### src/hw/rtl/assert_macros.svh
// assertion macros used by the top-level rtl file
// no dependencies
`ifndef ASSERT_MACROS_SVH
`define ASSERT_MACROS_SVH
`ifndef SYNTHESIS
`define DWPI_ASSERT_IMP(lbl, clk, rstn, ante, cons, msg) \
	lbl: assert property (@(posedge clk) disable iff (!rstn) (ante) |-> (cons)) else $error(msg);
`define DWPI_ASSERT_NXT(lbl, clk, rstn, ante, cons, msg) \
	lbl: assert property (@(posedge clk) disable iff (!rstn) (ante) |=> (cons)) else $error(msg);
`else
`define DWPI_ASSERT_IMP(lbl, clk, rstn, ante, cons, msg)
`define DWPI_ASSERT_NXT(lbl, clk, rstn, ante, cons, msg)
`endif
`endif

### src/hw/rtl/dwpi_pkg.sv
// types and constants of the dual wheel pi speed controller
// no dependencies
`timescale 1ns / 1ps
package dwpi_pkg;
	localparam int MUL_A_W = 36;
	localparam int MUL_B_W = 16;
	localparam int MUL_P_W = 52;
	localparam int DIV_N_W = 48;
	localparam int DIV_D_W = 16;

	localparam logic [15:0] FILT_GAIN = 16'd9000;
	localparam logic [15:0] MS_PER_S  = 16'd1000;
	localparam logic [47:0] MS_HALF   = 48'd500;

	typedef struct packed {
		logic busy;
		logic done;
	} unit_stat_t;

	typedef enum logic [2:0] {
		REG_PROP_GAIN    = 3'd0,
		REG_INTEG_GAIN   = 3'd1,
		REG_HEADING_GAIN = 3'd2,
		REG_DRIVE_LIMIT  = 3'd3,
		REG_SUPPLY       = 3'd4
	} reg_idx_t;
endpackage

### src/hw/rtl/dwpi_mul.sv
// shift-add multiplier, signed multiplicand by unsigned multiplier, one bit per cycle
// depends on dwpi_pkg
`timescale 1ns / 1ps
module dwpi_mul
	import dwpi_pkg::*;
(
	input  logic                      clk,
	input  logic                      arst_n,
	input  logic                      start,
	input  logic signed [MUL_A_W-1:0] a,
	input  logic [MUL_B_W-1:0]        b,
	output logic signed [MUL_P_W-1:0] prod,
	output unit_stat_t                stat
);
	localparam int CNT_W = $clog2(MUL_B_W + 1);

	logic signed [MUL_P_W-1:0] acc_q;
	logic signed [MUL_P_W-1:0] a_q;
	logic [MUL_B_W-1:0]        b_q;
	logic [CNT_W-1:0]          cnt_q;
	logic                      busy_q;
	logic                      done_q;

	always_ff @(posedge clk or negedge arst_n) begin
		if (!arst_n) begin
			busy_q <= 1'b0;
			done_q <= 1'b0;
			cnt_q  <= '0;
		end else begin
			done_q <= 1'b0;
			if (start && !busy_q) begin
				busy_q <= 1'b1;
				cnt_q  <= CNT_W'(MUL_B_W);
			end else if (busy_q) begin
				cnt_q <= cnt_q - 1'b1;
				if (cnt_q == CNT_W'(1)) begin
					busy_q <= 1'b0;
					done_q <= 1'b1;
				end
			end
		end
	end

	always_ff @(posedge clk) begin
		if (start && !busy_q) begin
			acc_q <= '0;
			a_q   <= MUL_P_W'(a);
			b_q   <= b;
		end else if (busy_q) begin
			if (b_q[0]) begin
				acc_q <= acc_q + a_q;
			end
			a_q <= a_q <<< 1;
			b_q <= b_q >> 1;
		end
	end

	assign prod      = acc_q;
	assign stat.busy = busy_q;
	assign stat.done = done_q;
endmodule

### src/hw/rtl/dwpi_div.sv
// restoring divider for unsigned operands, one quotient bit per cycle
// depends on dwpi_pkg
`timescale 1ns / 1ps
module dwpi_div
	import dwpi_pkg::*;
(
	input  logic               clk,
	input  logic               arst_n,
	input  logic               start,
	input  logic [DIV_N_W-1:0] num,
	input  logic [DIV_D_W-1:0] den,
	output logic [DIV_N_W-1:0] quo,
	output unit_stat_t         stat
);
	localparam int CNT_W = $clog2(DIV_N_W + 1);

	logic [DIV_N_W-1:0] quo_q;
	logic [DIV_D_W-1:0] rem_q;
	logic [DIV_D_W-1:0] den_q;
	logic [CNT_W-1:0]   cnt_q;
	logic               busy_q;
	logic               done_q;
	logic [DIV_D_W:0]   part;
	logic [DIV_D_W:0]   trial;

	assign part  = {rem_q, quo_q[DIV_N_W-1]};
	assign trial = part - {1'b0, den_q};

	always_ff @(posedge clk or negedge arst_n) begin
		if (!arst_n) begin
			busy_q <= 1'b0;
			done_q <= 1'b0;
			cnt_q  <= '0;
		end else begin
			done_q <= 1'b0;
			if (start && !busy_q) begin
				busy_q <= 1'b1;
				cnt_q  <= CNT_W'(DIV_N_W);
			end else if (busy_q) begin
				cnt_q <= cnt_q - 1'b1;
				if (cnt_q == CNT_W'(1)) begin
					busy_q <= 1'b0;
					done_q <= 1'b1;
				end
			end
		end
	end

	always_ff @(posedge clk) begin
		if (start && !busy_q) begin
			quo_q <= num;
			rem_q <= '0;
			den_q <= den;
		end else if (busy_q) begin
			if (!trial[DIV_D_W]) begin
				rem_q <= trial[DIV_D_W-1:0];
				quo_q <= {quo_q[DIV_N_W-2:0], 1'b1};
			end else begin
				rem_q <= part[DIV_D_W-1:0];
				quo_q <= {quo_q[DIV_N_W-2:0], 1'b0};
			end
		end
	end

	assign quo       = quo_q;
	assign stat.busy = busy_q;
	assign stat.done = done_q;
endmodule

### src/hw/rtl/dual_wheel_pi_speed_control_top.sv
// dual wheel pi speed controller: sequencer, wheel state, apb registers
// depends on dwpi_pkg, dwpi_mul, dwpi_div, assert_macros.svh
// channel   dir  handshake                 payload
// s_axis    in   s_axis_tvalid/tready      tdata: pulses, heading, target, ms; tuser: restart
// m_axis    out  m_axis_tvalid/tready      tdata: duties, directions, counts
// apb       in   psel/penable/pready       five registers at 4*i
// a word is worked through in order: the accept, a heading multiply, then per wheel five serial
// multiplies, three serial divides and two register steps (position and error), and last the
// load of the output register
// one word at a time; a full output register with m_axis_tready low holds the result and
// keeps s_axis_tready low until it drains
// arst_n clears positions, speeds, integrals, start heading, sets both directions forward
`timescale 1ns / 1ps
`include "assert_macros.svh"
module dual_wheel_pi_speed_control_top
	import dwpi_pkg::*;
#(
	parameter int INTEG_LIMIT = 260,
	parameter int POS_WIDTH   = 32
) (
	input  logic        clk,
	input  logic        arst_n,
	input  logic        s_axis_tvalid,
	output logic        s_axis_tready,
	// left_pulses[7:0], right_pulses[15:8], heading[32:16], target_speed[44:33],
	// elapsed_ms[54:45]
	input  logic [55:0] s_axis_tdata,
	// restart[0]
	input  logic        s_axis_tuser,
	output logic        m_axis_tvalid,
	input  logic        m_axis_tready,
	// left_duty[7:0], left_forward[8], right_duty[16:9], right_forward[17],
	// left_count[49:18], right_count[81:50]
	output logic [87:0] m_axis_tdata,
	input  logic        psel,
	input  logic        penable,
	input  logic        pwrite,
	input  logic [4:0]  paddr,
	input  logic [31:0] pwdata,
	output logic [31:0] prdata,
	output logic        pready
);
	localparam int ACC_LIM_RAW = INTEG_LIMIT * 16384;
	localparam logic [23:0] ACC_LIM = (ACC_LIM_RAW > 8388607) ? 24'd8388607 :
		24'(ACC_LIM_RAW);

	typedef enum logic [3:0] {
		ST_IDLE, ST_HEAD, ST_POS, ST_SPD_A, ST_SPD_B, ST_SPD_DIV, ST_ERR,
		ST_INT_MUL, ST_INT_DIV, ST_PI_A, ST_PI_B, ST_DUTY, ST_OUT
	} state_t;

	state_t state_q;

	logic [15:0] prop_gain_q, integ_gain_q, heading_gain_q;
	logic [14:0] drive_limit_q, supply_q;

	logic signed [POS_WIDTH-1:0] pos_q [2];
	logic signed [15:0]          spd_q [2];
	logic signed [23:0]          acc_q [2];
	logic                        dir_q [2];
	logic [7:0]                  duty_q [2];
	logic signed [16:0]          start_hd_q;

	logic [7:0]         pulses_q [2];
	logic signed [16:0] hd_q;
	logic signed [11:0] target_q;
	logic [9:0]         dt_q;
	logic               w_q;
	logic               launched_q;
	logic signed [8:0]  delta_q;
	logic signed [35:0] rel_q;
	logic signed [35:0] e_q;
	logic signed [52:0] t_q;
	logic               neg_q;
	logic [47:0]        mag_q;
	logic               out_valid_q;
	logic [87:0]        out_data_q;

	logic                      mul_start, div_start;
	logic signed [MUL_A_W-1:0] mul_a;
	logic [MUL_B_W-1:0]        mul_b;
	logic signed [MUL_P_W-1:0] mul_prod;
	unit_stat_t                mul_stat, div_stat;
	logic [DIV_N_W-1:0]        div_num, div_quo;
	logic [DIV_D_W-1:0]        div_den;

	logic               s_fire, cfg_wr, out_load;
	logic [2:0]         cfg_idx;
	logic [14:0]        sup_eff;
	logic signed [17:0] hd_diff;
	logic [15:0]        dt10;

	assign s_fire   = s_axis_tvalid && s_axis_tready;
	assign cfg_wr   = psel && penable && pwrite && pready;
	assign cfg_idx  = paddr[4:2];
	assign pready   = 1'b1;
	assign sup_eff  = (supply_q == 15'd0) ? 15'd1 : supply_q;
	assign hd_diff  = 18'(hd_q) - 18'(start_hd_q);
	assign dt10     = ({6'd0, dt_q} << 3) + ({6'd0, dt_q} << 1);
	assign out_load = (state_q == ST_OUT) && (!out_valid_q || m_axis_tready);

	assign s_axis_tready = (state_q == ST_IDLE);
	assign m_axis_tvalid = out_valid_q;
	assign m_axis_tdata  = out_data_q;

	// register readback
	always_comb begin
		prdata = '0;
		case (cfg_idx)
			REG_PROP_GAIN:    prdata = {16'd0, prop_gain_q};
			REG_INTEG_GAIN:   prdata = {16'd0, integ_gain_q};
			REG_HEADING_GAIN: prdata = {16'd0, heading_gain_q};
			REG_DRIVE_LIMIT:  prdata = {17'd0, drive_limit_q};
			REG_SUPPLY:       prdata = {17'd0, supply_q};
			default:          prdata = '0;
		endcase
	end

	always_ff @(posedge clk or negedge arst_n) begin
		if (!arst_n) begin
			prop_gain_q    <= 16'd256;
			integ_gain_q   <= 16'd256;
			heading_gain_q <= 16'd256;
			drive_limit_q  <= 15'd12000;
			supply_q       <= 15'd12000;
		end else if (cfg_wr) begin
			case (cfg_idx)
				REG_PROP_GAIN:    prop_gain_q    <= pwdata[15:0];
				REG_INTEG_GAIN:   integ_gain_q   <= pwdata[15:0];
				REG_HEADING_GAIN: heading_gain_q <= pwdata[15:0];
				REG_DRIVE_LIMIT:  drive_limit_q  <= pwdata[14:0];
				REG_SUPPLY:       supply_q       <= pwdata[14:0];
				default:          ;
			endcase
		end
	end

	// shared unit operand select
	always_comb begin
		mul_a = '0;
		mul_b = '0;
		case (state_q)
			ST_HEAD: begin
				mul_a = MUL_A_W'(hd_diff);
				mul_b = heading_gain_q;
			end
			ST_SPD_A: begin
				mul_a = MUL_A_W'(delta_q);
				mul_b = FILT_GAIN;
			end
			ST_SPD_B: begin
				mul_a = MUL_A_W'(spd_q[w_q]);
				mul_b = {6'd0, dt_q};
			end
			ST_INT_MUL: begin
				mul_a = e_q;
				mul_b = {6'd0, dt_q};
			end
			ST_PI_A: begin
				mul_a = e_q;
				mul_b = prop_gain_q;
			end
			ST_PI_B: begin
				mul_a = MUL_A_W'(acc_q[w_q]);
				mul_b = integ_gain_q;
			end
			default: ;
		endcase
	end

	always_comb begin
		div_den = '0;
		case (state_q)
			ST_SPD_DIV: div_den = dt10;
			ST_INT_DIV: div_den = MS_PER_S;
			ST_DUTY:    div_den = {1'b0, sup_eff};
			default:    div_den = '0;
		endcase
	end

	assign div_num   = mag_q;
	assign mul_start = !launched_q && (state_q inside {ST_HEAD, ST_SPD_A, ST_SPD_B,
		ST_INT_MUL, ST_PI_A, ST_PI_B});
	assign div_start = !launched_q && (state_q inside {ST_SPD_DIV, ST_INT_DIV, ST_DUTY});

	dwpi_mul u_mul (
		.clk   (clk),
		.arst_n(arst_n),
		.start (mul_start),
		.a     (mul_a),
		.b     (mul_b),
		.prod  (mul_prod),
		.stat  (mul_stat)
	);

	dwpi_div u_div (
		.clk   (clk),
		.arst_n(arst_n),
		.start (div_start),
		.num   (div_num),
		.den   (div_den),
		.quo   (div_quo),
		.stat  (div_stat)
	);

	// step results
	logic signed [52:0] sum_spd;
	logic signed [15:0] spd_new;
	logic signed [17:0] spd_err;
	logic signed [35:0] e_new;
	logic signed [52:0] iprod_abs;
	logic signed [49:0] istep, acc_sum;
	logic signed [23:0] acc_new;
	logic signed [52:0] p_sum, p_lim, p_clamp;
	logic [47:0]        p_mag, duty_num;

	always_comb begin
		sum_spd = t_q + 53'(mul_prod);
		if (!neg_q) begin
			spd_new = (div_quo > 48'd32767) ? 16'sd32767 : div_quo[15:0];
		end else begin
			spd_new = (div_quo > 48'd32768) ? -16'sd32768 : 16'(-div_quo[15:0]);
		end
		spd_err = 18'(target_q) - 18'(spd_q[w_q]);
		e_new   = (36'(spd_err) <<< 14) + (w_q ? rel_q : -rel_q);

		iprod_abs = (mul_prod < 0) ? -53'(mul_prod) : 53'(mul_prod);
		istep     = neg_q ? -$signed({2'b00, div_quo}) : $signed({2'b00, div_quo});
		acc_sum   = 50'(acc_q[w_q]) + istep;
		if (acc_sum > $signed({26'd0, ACC_LIM})) begin
			acc_new = $signed(ACC_LIM);
		end else if (acc_sum < -$signed({26'd0, ACC_LIM})) begin
			acc_new = -$signed(ACC_LIM);
		end else begin
			acc_new = acc_sum[23:0];
		end

		p_sum = t_q + 53'(mul_prod);
		p_lim = $signed({16'd0, drive_limit_q, 22'd0});
		if (p_sum > p_lim) begin
			p_clamp = p_lim;
		end else if (p_sum < -p_lim) begin
			p_clamp = -p_lim;
		end else begin
			p_clamp = p_sum;
		end
		p_mag    = (p_clamp < 0) ? 48'(-p_clamp) : 48'(p_clamp);
		duty_num = (p_mag << 8) - p_mag + ({33'd0, sup_eff} << 21);
	end

	always_ff @(posedge clk or negedge arst_n) begin
		if (!arst_n) begin
			state_q     <= ST_IDLE;
			launched_q  <= 1'b0;
			out_valid_q <= 1'b0;
			w_q         <= 1'b0;
			start_hd_q  <= '0;
			for (int i = 0; i < 2; i++) begin
				pos_q[i] <= '0;
				spd_q[i] <= '0;
				acc_q[i] <= '0;
				dir_q[i] <= 1'b1;
			end
		end else begin
			if (out_load) begin
				out_valid_q <= 1'b1;
			end else if (m_axis_tvalid && m_axis_tready) begin
				out_valid_q <= 1'b0;
			end
			if (mul_start || div_start) begin
				launched_q <= 1'b1;
			end else if (mul_stat.done || div_stat.done) begin
				launched_q <= 1'b0;
			end
			case (state_q)
				ST_IDLE: begin
					if (s_fire) begin
						w_q     <= 1'b0;
						state_q <= ST_HEAD;
						if (s_axis_tuser) begin
							start_hd_q <= s_axis_tdata[32:16];
							for (int i = 0; i < 2; i++) begin
								pos_q[i] <= '0;
								spd_q[i] <= '0;
								acc_q[i] <= '0;
							end
						end
					end
				end
				ST_HEAD: begin
					if (mul_stat.done) begin
						state_q <= ST_POS;
					end
				end
				ST_POS: begin
					pos_q[w_q] <= pos_q[w_q] + POS_WIDTH'(dir_q[w_q] ?
						$signed({1'b0, pulses_q[w_q]}) : -$signed({1'b0, pulses_q[w_q]}));
					state_q <= ST_SPD_A;
				end
				ST_SPD_A: begin
					if (mul_stat.done) begin
						state_q <= ST_SPD_B;
					end
				end
				ST_SPD_B: begin
					if (mul_stat.done) begin
						state_q <= ST_SPD_DIV;
					end
				end
				ST_SPD_DIV: begin
					if (div_stat.done) begin
						spd_q[w_q] <= spd_new;
						state_q    <= ST_ERR;
					end
				end
				ST_ERR: begin
					state_q <= ST_INT_MUL;
				end
				ST_INT_MUL: begin
					if (mul_stat.done) begin
						state_q <= ST_INT_DIV;
					end
				end
				ST_INT_DIV: begin
					if (div_stat.done) begin
						acc_q[w_q] <= acc_new;
						state_q    <= ST_PI_A;
					end
				end
				ST_PI_A: begin
					if (mul_stat.done) begin
						state_q <= ST_PI_B;
					end
				end
				ST_PI_B: begin
					if (mul_stat.done) begin
						dir_q[w_q] <= (p_clamp >= 0);
						state_q    <= ST_DUTY;
					end
				end
				ST_DUTY: begin
					if (div_stat.done) begin
						if (w_q == 1'b0) begin
							w_q     <= 1'b1;
							state_q <= ST_POS;
						end else begin
							state_q <= ST_OUT;
						end
					end
				end
				ST_OUT: begin
					if (out_load) begin
						state_q <= ST_IDLE;
					end
				end
				default: state_q <= ST_IDLE;
			endcase
		end
	end

	// datapath registers
	always_ff @(posedge clk) begin
		if (s_fire) begin
			pulses_q[0] <= s_axis_tdata[7:0];
			pulses_q[1] <= s_axis_tdata[15:8];
			hd_q        <= s_axis_tdata[32:16];
			target_q    <= s_axis_tdata[44:33];
			dt_q        <= (s_axis_tdata[54:45] == 10'd0) ? 10'd1 : s_axis_tdata[54:45];
		end
		case (state_q)
			ST_HEAD: begin
				if (mul_stat.done) begin
					rel_q <= mul_prod[35:0];
				end
			end
			ST_POS: begin
				delta_q <= dir_q[w_q] ? $signed({1'b0, pulses_q[w_q]}) :
					-$signed({1'b0, pulses_q[w_q]});
			end
			ST_SPD_A: begin
				if (mul_stat.done) begin
					t_q <= 53'(mul_prod);
				end
			end
			ST_SPD_B: begin
				if (mul_stat.done) begin
					neg_q <= sum_spd[52];
					mag_q <= sum_spd[52] ? 48'(-sum_spd) : 48'(sum_spd);
				end
			end
			ST_ERR: begin
				e_q <= e_new;
			end
			ST_INT_MUL: begin
				if (mul_stat.done) begin
					neg_q <= mul_prod[MUL_P_W-1];
					mag_q <= 48'(iprod_abs) + MS_HALF;
				end
			end
			ST_PI_A: begin
				if (mul_stat.done) begin
					t_q <= 53'(mul_prod);
				end
			end
			ST_PI_B: begin
				if (mul_stat.done) begin
					mag_q <= {22'd0, duty_num[47:22]};
				end
			end
			ST_DUTY: begin
				if (div_stat.done) begin
					duty_q[w_q] <= (div_quo > 48'd255) ? 8'd255 : div_quo[7:0];
				end
			end
			ST_OUT: begin
				if (out_load) begin
					out_data_q <= {6'd0, 32'($signed(pos_q[1])), 32'($signed(pos_q[0])),
						dir_q[1], duty_q[1], dir_q[0], duty_q[0]};
				end
			end
			default: ;
		endcase
	end

	`DWPI_ASSERT_IMP(a_units_idle, clk, arst_n, s_axis_tready, !mul_stat.busy && !div_stat.busy, "unit busy while idle")
	`DWPI_ASSERT_IMP(a_one_unit, clk, arst_n, 1'b1, !(mul_stat.busy && div_stat.busy), "both units busy")
	`DWPI_ASSERT_NXT(a_take_busy, clk, arst_n, s_fire, !s_axis_tready, "second word taken during work")
endmodule
### config.mk
export PLATFORM = sky130hd
export DESIGN_NAME = dual_wheel_pi_speed_control_top
export DESIGN_NICKNAME = d
export VERILOG_FILES = /design/src/hw/rtl/dwpi_pkg.sv /design/src/hw/rtl/dwpi_mul.sv /design/src/hw/rtl/dwpi_div.sv /design/src/hw/rtl/dual_wheel_pi_speed_control_top.sv
export VERILOG_INCLUDE_DIRS = /design/src /design/src/hw/rtl
export SDC_FILE = /design/constraint.sdc
export NUM_CORES = 2
export LEC_CHECK = 0
export ABC_CLOCK_PERIOD_IN_PS = 14200
export BUFFER_PORTS_ARGS = -buffer_cell sky130_fd_sc_hd__buf_2
export CAP_MARGIN = 20
export CORE_UTILIZATION = 36
export DETAILED_ROUTE_END_ITERATION = 6
export PLACE_DENSITY = 0.56
export SETUP_SLACK_MARGIN = 0.02
export SLEW_MARGIN = 20
export SYNTH_ARGS = -nofsm -noshare
export SYNTH_HDL_FRONTEND = slang
export SYNTH_SLANG_ARGS = --single-unit
### constraint.sdc
create_clock -name clk -period 14.2 [get_ports clk]
set_clock_uncertainty 0.05 [all_clocks]
set_input_delay 3.55 -clock clk [delete_from_list [all_inputs] [get_ports clk]]
set_output_delay 3.55 -clock clk [all_outputs]
set_load 0.01 [all_outputs]
==> results.cfg <==
[outcome]
status = complete, no violations

[grt]
first_global_vias = 41700
grt_overflow_total = 0
grt_antenna_before_repair = 13
grtUsageTotal_pct = 21.6
grt_start_max_net_pins = 76
grt_pass1_wl_mm = 255

[worst_setup_path]
cp.arrival_ns = 12.32
path_delay_family = compound AO/OA/AOI/OAI gates
cp_slowest_stage_delay_ns = 0.59
cp.buffers_inverters = 3
cp-end-kind = flop
worst_ep_required_time_ns = 14.62
cpMostUsedCell = a21o_1
critPathLaunchType = flop
critical_path_class = reg -> reg
path_max_fanout = 20
cpMaxStageDelayCell = dfxtp_1

[cts]
post_cts_buffers = 0
clock-sinks = 797
cts_root_buf = clkbuf_16
cts_tree = built
clk_latency_ns = 0.75
cts_max_level = 3
cts_resized = 0
cts_inserted_buffers = 88
postCtsHoldBufs = 0
path_clk_slew_ns = 0.06
ctsLongestPathBuffers = 3

[sta]
fin_crit_sh_pct = 83.8
final_max_slew_viol_count = 0
min_period_ns = 11.91
fmax_ghz = 0.0840
worstMarginPinSlew_ns = 1.13
tns_ns = 0
hold_violations = 0
slew_headroom_pct = 24.1
finalSetupViolations = 0
rsz0062_at_grt = false

[logic_synthesis]
syn_area_per_cell_um2 = 9.45
syn-instance-count = 5793
synth_seq_cells = 797
synth_area_um2 = 54700
ys.warnings.count = 0
yosysUniqueCellTypes = 99
synth_edf_count = 466
ys_seq_area_share_pct = 40.1
ys_dominant_reg_cell = edfxtp_1
async_reset_ff_share_pct = 33.0

[final_layout]
fin_nets = 6382
drive_gt1_share_pct = 11.5
seq_area_um2 = 22000
multi_input_area_um2 = 30800
syn_to_final_growth_pct = 11.0
fillCellCount = 14900

[place]
place_congestion = 0.967
hpwl_mm = 132
portBuffers = 181

[hold_path]
hp-class = reg -> reg

[die]
die_h_um = 392
io_pins = 224
core_area_um2 = 150000
dieArea_um2 = 154000
rows = 142
initial_core_util_pct = 36.4
fp.dieW_um = 392

[route]
drt_iter0_drc = 3629
vias_per_cell = 5.58
via_count = 44500
wl_mm = 170
avgRoutedWirePerCell_um = 21.4
route.detailed.drc = 0
ant_nets = 0
drt-pass1-iter-count = 6

[job]
maxCapViolations = 0
## state kept, by name, summed over array words and instances, names as in the netlist, 16 cells and up
signal	count
hd_q	17
pulses_q	16
e_q	36
u_div.quo	48
spd_q	32
start_hd_q	17
u_mul.prod	52
u_div.rem_q	16
div_num	48
acc_q	48
integ_gain_q	16
m_axis_tdata	82
prop_gain_q	16
u_mul.b_q	16
rel_q	36
u_mul.a_q	52
heading_gain_q	16
duty_q	16
pos_q	64
t_q	52
## final timing paths
kind / endpoint / start / slack [ns] / depth (start not counted)
max in group asynchronous: drive_limit_q[11] / arst_n / 9.29 / 4
min in group asynchronous: pos_q[54] / arst_n / 2.72 / 1
worst max register to register: div_num[24] / u_mul.prod[2] / 2.29 / 40
worst min-delay path: m_axis_tdata[4] / duty_q[0][4] / 0.37 / 0
worst min register to register: m_axis_tdata[4] / duty_q[0][4] / 0.37 / 0
worst max-delay path: div_num[24] / u_mul.prod[2] / 2.29 / 40
## per-layer routing
| layer | up-vias | global-route usage, % | part of all wire (%) |
|---|---|---|---|
| met5 | - | 0 | 0.054 |
| met4 | 14 | 7.88 | 3.8 |
| met3 | 296 | 3.88 | 6.3 |
| met2 | 1339 | 34.5 | 45 |
| met1 | 21500 | 29.0 | 45 |
| li1 | 21300 | - | - |
## metrics by stage
step / instance area, um2 / std cells / util, % / setup WS, ns / hold WS (ns)
finish: 60800 / 7968 / 40.4 / 2.29 / 0.368
global route: 60800 / 7965 / 40.4 / 1.67 / 0.375
CTS: 60700 / 7963 / 40.4 / 2.54 / 0.369
detailed placement: 57800 / 7800 / 38.4 / 2.63 / 0.355
global placement: 57800 / 7800 / 38.4 / 2.65 / 0.354
floorplan: 54800 / 5814 / - / 2.10 / 0.350
## synthesized netlist by cell type (all sizes together) (156+ instances only)
cell type	n	area [um2]
xnor2	306	2690
mux2	198	2230
ha	381	4770
a21oi	413	2070
xor2	184	1610
nor2	386	1450
nand3	156	791
edfxtp	466	14000
nand2	552	2070
dfrtp	244	6110
inv	286	1070
clkbuf	227	852
o21ai	454	2270
## cell usage in the layout (no fill, tap or decap), drive strengths merged, types with 47 or more instances in the layout
cell      n
mux2    198
dfrtp   244
nand3   156
nor2b    50
nand4    57
nor4     47
a22oi    52
edfxtp  466
nand2   552
buf     252
a21o    139
mux2i    59
nor2    386
dfxtp    68
nor3     87
clkbuf  112
xor2    184
o21a     52
nand2b   78
o22ai    57
a31oi    63
inv     293
xnor2   306
or3      50
o21ai   454
a21oi   413
ha      381
## kinds of logic after synthesis
family                     synth area share, %
xor gates and xnor gates                  7.85
buffers and inverters                     4.08
adders and majority gates                 9.59
and+or+nand+nor                           14.2
other                                   0.0137
AOI/OAI and AO/OA                         19.0
muxes                                     5.15
DFF                                       40.1
## layout make-up
| cell class | instances | area share, % |
|---|---|---|
| clock inverter | 51 | 0.912 |
| antenna | 3 | 0.0124 |
| inverter | 287 | 1.77 |
| sequential | 797 | 36.1 |
| clock buffer | 112 | 3.91 |
| multi-input combinational | 4450 | 50.6 |
| tap | 2016 | 4.15 |
| timing repair buffer | 252 | 2.45 |
Power is left out: the tool's default activity adds up to more than one toggle a clock period on the data nets, which glitch-free logic cannot reach.
